===== config.mk =====
export PLATFORM = sky130hd
export DESIGN_NAME = euclid_gcd_lcm_unit_flat
export DESIGN_NICKNAME = d
export VERILOG_FILES = /design/src/rtl/gcl_pkg.sv /design/src/rtl/gcl_if.sv /design/src/rtl/gcl_div.sv /design/src/rtl/euclid_gcd_lcm_unit.sv /design/src/flat_wrapper.sv
export VERILOG_INCLUDE_DIRS = /design/src /design/src/rtl
export SDC_FILE = /design/constraint.sdc
export NUM_CORES = 2
export LEC_CHECK = 0
export BUFFER_PORTS_ARGS = -buffer_cell sky130_fd_sc_hd__buf_2
export CAP_MARGIN = 20
export CORE_MARGIN = 2
export CORE_UTILIZATION = 45
export CTS_CLUSTER_DIAMETER = 80
export DETAILED_ROUTE_END_ITERATION = 12
export GPL_ROUTABILITY_DRIVEN = 0
export PLACE_DENSITY_LB_ADDON = 0.08
export SLEW_MARGIN = 20
export SYNTH_ARGS = -nofsm -noshare
export SYNTH_HDL_FRONTEND = slang
export SYNTH_SLANG_ARGS = --single-unit

===== constraint.sdc =====
create_clock -name clk -period 9.3 [get_ports clk]
set_input_delay 0.465 -clock clk [delete_from_list [all_inputs] [get_ports clk]]
set_output_delay 0.465 -clock clk [all_outputs]
set_load 0.03 [all_outputs]

===== src/rtl/assert_macros.svh =====
// Assertion macros shared by the RTL.
// Define ASSERT_OFF to compile them out.
`ifndef ASSERT_MACROS_SVH
`define ASSERT_MACROS_SVH

`ifndef ASSERT_OFF
// Clocked check, off while reset is asserted.
`define ASSERT_CHK(lbl, clk, rstn, prop, msg) \
	lbl: assert property (@(posedge clk) disable iff (!(rstn)) (prop)) else $error(msg);
// Clocked check that also holds during reset.
`define ASSERT_ALW(lbl, clk, prop, msg) \
	lbl: assert property (@(posedge clk) (prop)) else $error(msg);
`else
`define ASSERT_CHK(lbl, clk, rstn, prop, msg)
`define ASSERT_ALW(lbl, clk, prop, msg)
`endif

`endif


===== src/rtl/gcl_pkg.sv =====
package gcl_pkg;

	// Operand field width on the ports and active operand width.
	localparam int FIELD_W = 32;
	localparam int OP_W    = 32;
	localparam int RES_W   = 64;

	// Divider step counter width.
	localparam int CNT_W = (OP_W > 1) ? $clog2(OP_W) : 1;

	typedef struct packed {
		logic busy;
		logic done;
	} div_sts_t;

endpackage


===== src/rtl/gcl_if.sv =====
interface gcl_req_if;
	import gcl_pkg::*;

	logic                      valid;
	logic                      ready;
	logic                      mode;
	logic signed [FIELD_W-1:0] first_value;
	logic signed [FIELD_W-1:0] second_value;

	modport source (output valid, output mode, output first_value, output second_value,
		input ready);
	modport sink (input valid, input mode, input first_value, input second_value,
		output ready);
endinterface

interface gcl_rsp_if;
	import gcl_pkg::*;

	logic                    valid;
	logic                    ready;
	logic signed [RES_W-1:0] result;
	logic                    divide_by_zero;

	modport source (output valid, output result, output divide_by_zero, input ready);
	modport sink (input valid, input result, input divide_by_zero, output ready);
endinterface


===== src/rtl/gcl_div.sv =====
`include "assert_macros.svh"

// Restoring bit-serial divider on unsigned magnitudes, one quotient bit per cycle.
module gcl_div (
	input  logic                      clk,
	input  logic                      arst_n,
	input  logic                      start,
	input  logic [gcl_pkg::OP_W-1:0]  dividend,
	input  logic [gcl_pkg::OP_W-1:0]  divisor,
	output gcl_pkg::div_sts_t         sts,
	output logic [gcl_pkg::OP_W-1:0]  quot,
	output logic [gcl_pkg::OP_W-1:0]  rem
);
	import gcl_pkg::*;

	localparam logic [CNT_W-1:0] CNT_LAST = CNT_W'(OP_W - 1);

	logic             busy_q;
	logic             done_q;
	logic [CNT_W-1:0] cnt_q;
	logic [OP_W-1:0]  q_q;
	logic [OP_W-1:0]  r_q;
	logic [OP_W-1:0]  d_q;

	logic [OP_W:0] trial;
	logic [OP_W:0] diff;
	logic          fits;

	assign trial = {r_q, q_q[OP_W-1]};
	assign diff  = trial - {1'b0, d_q};
	assign fits  = ~diff[OP_W];

	always_ff @(posedge clk or negedge arst_n) begin
		if (!arst_n) begin
			busy_q <= 1'b0;
			done_q <= 1'b0;
			cnt_q  <= '0;
		end else begin
			done_q <= 1'b0;
			if (start) begin
				busy_q <= 1'b1;
				cnt_q  <= CNT_LAST;
			end else if (busy_q) begin
				if (cnt_q == '0) begin
					busy_q <= 1'b0;
					done_q <= 1'b1;
				end else begin
					cnt_q <= cnt_q - 1'b1;
				end
			end
		end
	end

	always_ff @(posedge clk) begin
		if (start) begin
			q_q <= dividend;
			r_q <= '0;
			d_q <= divisor;
		end else if (busy_q) begin
			q_q <= {q_q[OP_W-2:0], fits};
			r_q <= fits ? diff[OP_W-1:0] : trial[OP_W-1:0];
		end
	end

	assign sts.busy = busy_q;
	assign sts.done = done_q;
	assign quot     = q_q;
	assign rem      = r_q;

	`ASSERT_CHK(a_div_done_pulse, clk, arst_n, done_q |=> !done_q, "div done held")
	`ASSERT_CHK(a_div_no_restart, clk, arst_n, start |-> !busy_q, "div restarted while busy")
	`ASSERT_CHK(a_div_rem_lt, clk, arst_n, done_q |-> (r_q < d_q), "div remainder too large")
endmodule


===== src/rtl/euclid_gcd_lcm_unit.sv =====
// Euclidean GCD / LCM unit.
// req channel: one word carries mode (0 = gcd, 1 = lcm) and two signed 32-bit operands,
// taken when req.valid and req.ready are both high. rsp channel: one word per request,
// the signed 64-bit result and divide_by_zero (lcm asked with both operands zero).
// One request is worked at a time; req.ready is high only while the sequencer is idle.
// Each Euclid remainder step runs on one shared bit-serial divider, which produces the
// quotient bits serially; the sequencer tests b between steps. A gcd takes one divider
// pass per remainder step, up to about 46 steps; lcm adds one more divider pass, |a| / gcd,
// whose quotient is multiplied by |b| (32x32) as it finishes, and one sign step. The
// divider's serial loop and the step count bound the rate of words; small or closely
// related operands finish far sooner.
// The finished word lands in an output register, so the next request is taken while the
// previous result still waits. If rsp stays stalled when the next result is ready,
// the sequencer holds it in the finish state until the output register frees up.
// Reset (arst_n low) clears the sequencer and the output valid at once; no other state
// persists between words.
`include "assert_macros.svh"

module euclid_gcd_lcm_unit (
	input logic     clk,
	input logic     arst_n,
	gcl_req_if.sink req,
	gcl_rsp_if.source rsp
);
	import gcl_pkg::*;

	typedef enum logic [5:0] {
		ST_IDLE = 6'b000001,
		ST_STEP = 6'b000010, // test b, launch next division
		ST_EDIV = 6'b000100, // Euclid remainder in flight
		ST_LDIV = 6'b001000, // |a| / gcd in flight
		ST_LSGN = 6'b010000, // apply lcm sign
		ST_FIN  = 6'b100000  // hand result to output register
	} state_t;

	state_t state_q;

	// Working pair as sign + magnitude; truncated remainder takes the dividend's sign.
	logic             mode_q;
	logic [OP_W-1:0]  a_mag_q;
	logic             a_neg_q;
	logic [OP_W-1:0]  b_mag_q;
	logic             b_neg_q;
	logic [OP_W-1:0]  oa_mag_q;   // original |a|, lcm dividend
	logic [OP_W-1:0]  ob_mag_q;   // original |b|, lcm multiplier
	logic             lsgn_q;
	logic [RES_W-1:0] prod_q;
	logic [RES_W-1:0] pend_res_q;
	logic             pend_dz_q;

	logic             ov_q;
	logic [RES_W-1:0] res_q;
	logic             dz_q;

	// Operand unpack: low OP_W bits, sign from bit OP_W-1.
	logic [OP_W-1:0] op_a;
	logic [OP_W-1:0] op_b;
	logic [OP_W-1:0] op_a_mag;
	logic [OP_W-1:0] op_b_mag;

	assign op_a     = req.first_value[OP_W-1:0];
	assign op_b     = req.second_value[OP_W-1:0];
	assign op_a_mag = op_a[OP_W-1] ? (~op_a + 1'b1) : op_a;
	assign op_b_mag = op_b[OP_W-1] ? (~op_b + 1'b1) : op_b;

	// Shared divider.
	logic            div_start;
	logic [OP_W-1:0] div_dividend;
	logic [OP_W-1:0] div_divisor;
	div_sts_t        div_sts;
	logic [OP_W-1:0] div_quot;
	logic [OP_W-1:0] div_rem;

	logic b_zero;
	logic a_zero;
	assign b_zero = (b_mag_q == '0);
	assign a_zero = (a_mag_q == '0);

	// b nonzero: Euclid step a rem b. b zero in lcm mode: |a_orig| / gcd.
	assign div_start    = (state_q == ST_STEP) && (!b_zero || (mode_q && !a_zero));
	assign div_dividend = b_zero ? oa_mag_q : a_mag_q;
	assign div_divisor  = b_zero ? a_mag_q  : b_mag_q;

	gcl_div u_div (
		.clk      (clk),
		.arst_n   (arst_n),
		.start    (div_start),
		.dividend (div_dividend),
		.divisor  (div_divisor),
		.sts      (div_sts),
		.quot     (div_quot),
		.rem      (div_rem)
	);

	// gcd with its sign, one bit wider so that the most negative value fits as magnitude.
	logic [OP_W:0]     gcd_ext;
	logic [2*OP_W-1:0] prod_w;

	assign gcd_ext = a_neg_q ? (~{1'b0, a_mag_q} + 1'b1) : {1'b0, a_mag_q};
	assign prod_w  = div_quot * ob_mag_q;

	logic out_free;
	logic out_load;
	assign out_free = !ov_q || rsp.ready;
	assign out_load = (state_q == ST_FIN) && out_free;

	always_ff @(posedge clk or negedge arst_n) begin
		if (!arst_n) begin
			state_q <= ST_IDLE;
			ov_q    <= 1'b0;
		end else begin
			if (out_load) begin
				ov_q <= 1'b1;
			end else if (rsp.ready) begin
				ov_q <= 1'b0;
			end
			unique case (state_q)
				ST_IDLE: begin
					if (req.valid) begin
						state_q <= ST_STEP;
					end
				end
				ST_STEP: begin
					if (!b_zero) begin
						state_q <= ST_EDIV;
					end else if (mode_q && !a_zero) begin
						state_q <= ST_LDIV;
					end else begin
						state_q <= ST_FIN;
					end
				end
				ST_EDIV: begin
					if (div_sts.done) begin
						state_q <= ST_STEP;
					end
				end
				ST_LDIV: begin
					if (div_sts.done) begin
						state_q <= ST_LSGN;
					end
				end
				ST_LSGN: begin
					state_q <= ST_FIN;
				end
				ST_FIN: begin
					if (out_free) begin
						state_q <= ST_IDLE;
					end
				end
				default: begin
					state_q <= ST_IDLE;
				end
			endcase
		end
	end

	always_ff @(posedge clk) begin
		if (state_q == ST_IDLE && req.valid) begin
			mode_q   <= req.mode;
			a_mag_q  <= op_a_mag;
			a_neg_q  <= op_a[OP_W-1];
			b_mag_q  <= op_b_mag;
			b_neg_q  <= op_b[OP_W-1];
			oa_mag_q <= op_a_mag;
			ob_mag_q <= op_b_mag;
			lsgn_q   <= op_a[OP_W-1] ^ op_b[OP_W-1];
		end
		if (state_q == ST_STEP && b_zero) begin
			// Loop finished: a holds the signed gcd.
			lsgn_q <= lsgn_q ^ a_neg_q;
			if (!mode_q) begin
				pend_res_q <= RES_W'($signed(gcd_ext));
				pend_dz_q  <= 1'b0;
			end else begin
				// lcm with zero gcd flags; otherwise overwritten after the division.
				pend_res_q <= '0;
				pend_dz_q  <= a_zero;
			end
		end
		if (state_q == ST_EDIV && div_sts.done) begin
			a_mag_q <= b_mag_q;
			a_neg_q <= b_neg_q;
			b_mag_q <= div_rem;
			b_neg_q <= a_neg_q;
		end
		if (state_q == ST_LDIV && div_sts.done) begin
			prod_q <= RES_W'(prod_w);
		end
		if (state_q == ST_LSGN) begin
			pend_res_q <= lsgn_q ? (~prod_q + 1'b1) : prod_q;
		end
		if (out_load) begin
			res_q <= pend_res_q;
			dz_q  <= pend_dz_q;
		end
	end

	assign req.ready          = (state_q == ST_IDLE);
	assign rsp.valid          = ov_q;
	assign rsp.result         = res_q;
	assign rsp.divide_by_zero = dz_q;

	`ASSERT_CHK(a_div_only_when_free, clk, arst_n, div_start |-> !div_sts.busy,
		"divider launched while busy")
	`ASSERT_CHK(a_euclid_shrinks, clk, arst_n,
		(state_q == ST_EDIV && div_sts.done) |-> (div_rem < b_mag_q),
		"Euclid remainder did not shrink")
	`ASSERT_CHK(a_fin_delivers, clk, arst_n, out_load |=> rsp.valid,
		"finished word not presented")
	`ASSERT_CHK(a_dz_zero_result, clk, arst_n,
		(rsp.valid && rsp.divide_by_zero) |-> (rsp.result == '0),
		"divide_by_zero with nonzero result")
	`ASSERT_ALW(a_reset_idle, clk, !arst_n |=> (state_q == ST_IDLE && !ov_q),
		"reset did not idle the unit")
endmodule


===== src/flat_wrapper.sv =====
// flat-port wrapper written by rule: the top's interface ports become plain ports
module euclid_gcd_lcm_unit_flat import gcl_pkg::*;
  (clk, arst_n, req_valid, req_mode, req_first_value, req_second_value, req_ready, rsp_valid, rsp_result, rsp_divide_by_zero, rsp_ready);
  gcl_req_if req_i ();
  gcl_rsp_if rsp_i ();
  input logic clk;
  input logic arst_n;
  input wire logic [$bits(req_i.valid)-1:0] req_valid;
  input wire logic [$bits(req_i.mode)-1:0] req_mode;
  input wire logic [$bits(req_i.first_value)-1:0] req_first_value;
  input wire logic [$bits(req_i.second_value)-1:0] req_second_value;
  output wire logic [$bits(req_i.ready)-1:0] req_ready;
  output wire logic [$bits(rsp_i.valid)-1:0] rsp_valid;
  output wire logic [$bits(rsp_i.result)-1:0] rsp_result;
  output wire logic [$bits(rsp_i.divide_by_zero)-1:0] rsp_divide_by_zero;
  input wire logic [$bits(rsp_i.ready)-1:0] rsp_ready;
  assign req_i.valid = req_valid;
  assign req_i.mode = req_mode;
  assign req_i.first_value = req_first_value;
  assign req_i.second_value = req_second_value;
  assign req_ready = req_i.ready;
  assign rsp_valid = rsp_i.valid;
  assign rsp_result = rsp_i.result;
  assign rsp_divide_by_zero = rsp_i.divide_by_zero;
  assign rsp_i.ready = rsp_ready;
  euclid_gcd_lcm_unit u_core (.clk(clk), .arst_n(arst_n), .req(req_i), .rsp(rsp_i));
endmodule

==> metrics.md <==
| Metric | Value |
|---|---|
| Commonest non-fill, non-tap cells in the layout | `inv_1 (928), fa_1 (897), nand2_1 (640)` |
| Final hold slack | `0.0496 ns` |
| Synth Area per Inst | `10.1 µm²` |
| Final setup TNS | `0 ns` |
| Slew Limit Fails | `0` |
| Synth Area in Adders | `40.2%` |
| Area delta synth->final | `8.40%` |
| Final instance area | `between 0.05 and 0.06 mm²` |
| Leading cell type in the layout, fill and taps excluded | `inv_1` |
| Grt ovf | `0` |
| Reg clk slew, reported paths | `0.06 ns` |
| Clock H-tree levels | `2` |
| Post-DR vias/cell | `5.39` |
| First-pass GRT wire length | `250 mm` |
| Post-synthesis cell count | `5366` |
| Synth async-reset ratio | `3.21%` |
| Worst-skew pair later-pin latency | `0.62 ns` |
| Fraction of layout cells with a size suffix above 1 | `8.59%` |
| Fmax | `between 0.1 and 0.15 GHz` |
| Tot GR Track Use | `27.3%` |
| DRC | `0` |
| Final clock period utilization by the worst path | `98.2%` |
| Final hold vios | `0` |
| Seq/Total Area, Yosys | `23.5%` |
| Simple-gate share of the synthesized area | `~15%` |
| Final setup vio count | `0` |
| IO buf count | `135` |
| Cell Area, Synth | `0.0541 mm²` |
| Max Cap Viol | `0` |
| CP startpoint kind | `flip-flop` |
| Vias in the first global route | `between 30k and 40k` |
| Syn_nets | `6633` |
| Number of synthesized flops with an enable pin | `390` |
| # IOs | `136` |
| CP Max Fanout | `14` |
| XOR/XNOR share of the synthesized area | `3.92%` |
| Initial DRT Pass Iterations | `6` |
| Worst-Margin Slew | `1.23 ns` |
| Core ar. | `0.119 mm²` |
| NumNets Final | `6685` |
| Routed Antenna Nets | `0` |
| DR WL/cell | `23.2 µm` |
| TritonCTS Sinks | `roughly 440` |
| Yosys warning total | `0` |
| Min Tclk post-route | `between 9 and 10 ns` |
| Inst Count DP | `about 7k` |
| Clk root buf | `clkbuf_16` |
| Largest net degree at the start of global routing | `85` |
| Clk buf depth | `3` |
| Clk_skew | `about 0.036 ns` |
| DR iter-0 viols | `a little over 3k` |
| Hold Path Class | `primary input to flip-flop` |
| Post-CTS Resized | `0` |
| Die Area | `0.123 mm²` |
| Top_reg_cell synth | `edfxtp_1` |
| Die Ht | `351 µm` |
| Post-synthesis mux area share | `1.98%` |
| Unrepaired setup endpoints after global routing | `no` |
| Critical Path AT | `9.48 ns` |
| TritonCTS Buffers | `50` |
| Final HPWL DP | `132 mm` |
| Starting Density | `45.2%` |
| Initial antenna violation count | `8` |
| Compound-Gate Fraction of Synth Area | `7.24%` |
| Critical Path End Type | `flip-flop` |
| Final std cells w/o fill | `7073` |
| Via count | `38.1k` |
| Slew margin rel. | `18.3%` |
| TritonCTS clock tree | `yes` |
| Die W | `between 300 and 400 µm` |
| Crit path kind | `flip-flop to flip-flop` |
| WP data required | `9.64 ns` |
| Unique masters post-synth | `79` |
| Main combinational cell family by area after synthesis | `adder cells` |
| Routed wire length | `164 mm` |
| Synth Register Bits | `approximately 440` |
| Status | `finished clean` |
| Row count | `127` |
| DP Area | `0.0570 mm²` |
-- worst max-delay path, stage by stage, from the launching register on --
cell,delay [ns]
edfxtp_1,1.16
buf_4,0.35
nand2_1,0.10
fa_1,0.58
inv_1,0.05
fa_1,0.55
fa_1,0.44
fa_1,0.49
fa_1,0.57
fa_1,0.44
fa_1,0.49
inv_1,0.05
fa_1,0.48
inv_1,0.05
ha_1,0.42
nand4_1,0.23
inv_1,0.23
nand4_1,0.24
o22ai_1,0.27
a211oi_1,0.10
o211ai_1,0.22
a311oi_1,0.24
o41ai_1,0.62
xnor2_1,0.30
buf_4,0.22
-- cell families after synthesis --
logic type	count (synthesis)
AOI/OAI and AO/OA	623
xor gates and xnor gates	242
adders and majority gates	1198
buffers and inverters	1219
DFF	436
muxes	99
and+or+nand+nor	1549
-- what timing repair did --
action,CTS,global route
hold buffers,1,0
hold endpoints to repair,13,0
setup endpoints to repair,0,1
setup buffers,0,1
-- worst paths after layout --
| kind | start | to | slack [ns] | cells past startpoint |
|---|---|---|---|---|
| max in group asynchronous | arst_n | u_core.state_q[0]$_DFFE_PN1P_ | 8.66 | 2 |
| min reg2reg | u_core.pend_res_q[38]$_DFFE_PP_ | u_core.rsp.result[38]$_DFFE_PP_ | 0.42 | 0 |
| min in group asynchronous | arst_n | u_core.state_q[1]$_DFFE_PN0P_ | 0.32 | 2 |
| min | req_mode | u_core.mode_q$_DFFE_PP_ | 0.05 | 1 |
| max | u_core.u_div.quot[9]$_DFFE_PP_ | u_core.prod_q[57]$_DFFE_PP_ | 0.17 | 24 |
| max reg2reg | u_core.u_div.quot[9]$_DFFE_PP_ | u_core.prod_q[57]$_DFFE_PP_ | 0.17 | 24 |
-- stage by stage --
stage | utilization [%] | setup slack (ns)
floorplan | - | 2.03
global placement | 47.6 | 0.427
detailed placement | 47.7 | 0.392
CTS | 49.0 | 0.358
global route | 49.0 | 0.0228
finish | 49.0 | 0.165
-- metal layers --
metal / track usage (%) / share of wire [%] / up-vias
li1: - / - / 17058
met4: 6.40 / 2.5 / 2
met2: 45.5 / 48 / 1009
met5: 0 / 0.0079 / -
met3: 2.33 / 4.8 / 159
met1: 38.7 / 45 / 19863
-- synth_stat cells (40+ instances only) --
| cell | count | area share (%) |
|---|---|---|
| inv_1 | 929 | 6.4 |
| fa_1 | 897 | 33 |
| nand2_1 | 642 | 4.5 |
| and2_1 | 594 | 6.9 |
| edfxtp_1 | 390 | 22 |
| ha_1 | 301 | 7.0 |
| clkbuf_1 | 267 | 1.9 |
| o21ai_0 | 190 | 1.8 |
| xnor2_1 | 122 | 2.0 |
| xor2_1 | 120 | 1.9 |
| a21oi_1 | 118 | 1.1 |
| nor2_1 | 81 | 0.56 |
| a21o_1 | 65 | 0.90 |
| mux2_2 | 65 | 1.4 |
| o31ai_1 | 45 | 0.62 |
| a31oi_1 | 40 | 0.46 |
-- sequential cells by signal, indices dropped and copies added (netlist names) --
register                   flops
u_core.u_div.busy_q            1
u_core.a_neg_q                 1
u_core.u_div.cnt_q             5
u_core.mode_q                  1
u_core.rsp.divide_by_zero      1
u_core.oa_mag_q               32
u_core.u_div.quot             32
u_core.prod_q                 64
u_core.u_div.d_q              32
u_core.pend_res_q             64
u_core.a_mag_q                32
u_core.b_mag_q                32
u_core.rsp.valid               1
u_core.u_div.done_q            1
u_core.rsp.result             64
u_core.ob_mag_q               32
u_core.lsgn_q                  1
u_core.pend_dz_q               1
u_core.b_neg_q                 1
u_core.state_q                 6
u_core.u_div.rem              32
-- cell type report --
cell class | instances | area, µm²
diodes | 3 | 7.51
clock buffers | 65 | 1330
clock inverters | 27 | 268
fillers | 11316 | 60900
inverters | 930 | 3490
multi-input cells | 3711 | 36800
flip-flops and latches | 436 | 12700
well taps | 1612 | 2020
repair buffers | 289 | 1980
Power is left out: the tool's default activity adds up to more than one toggle a clock period on the data nets, which glitch-free logic cannot reach.
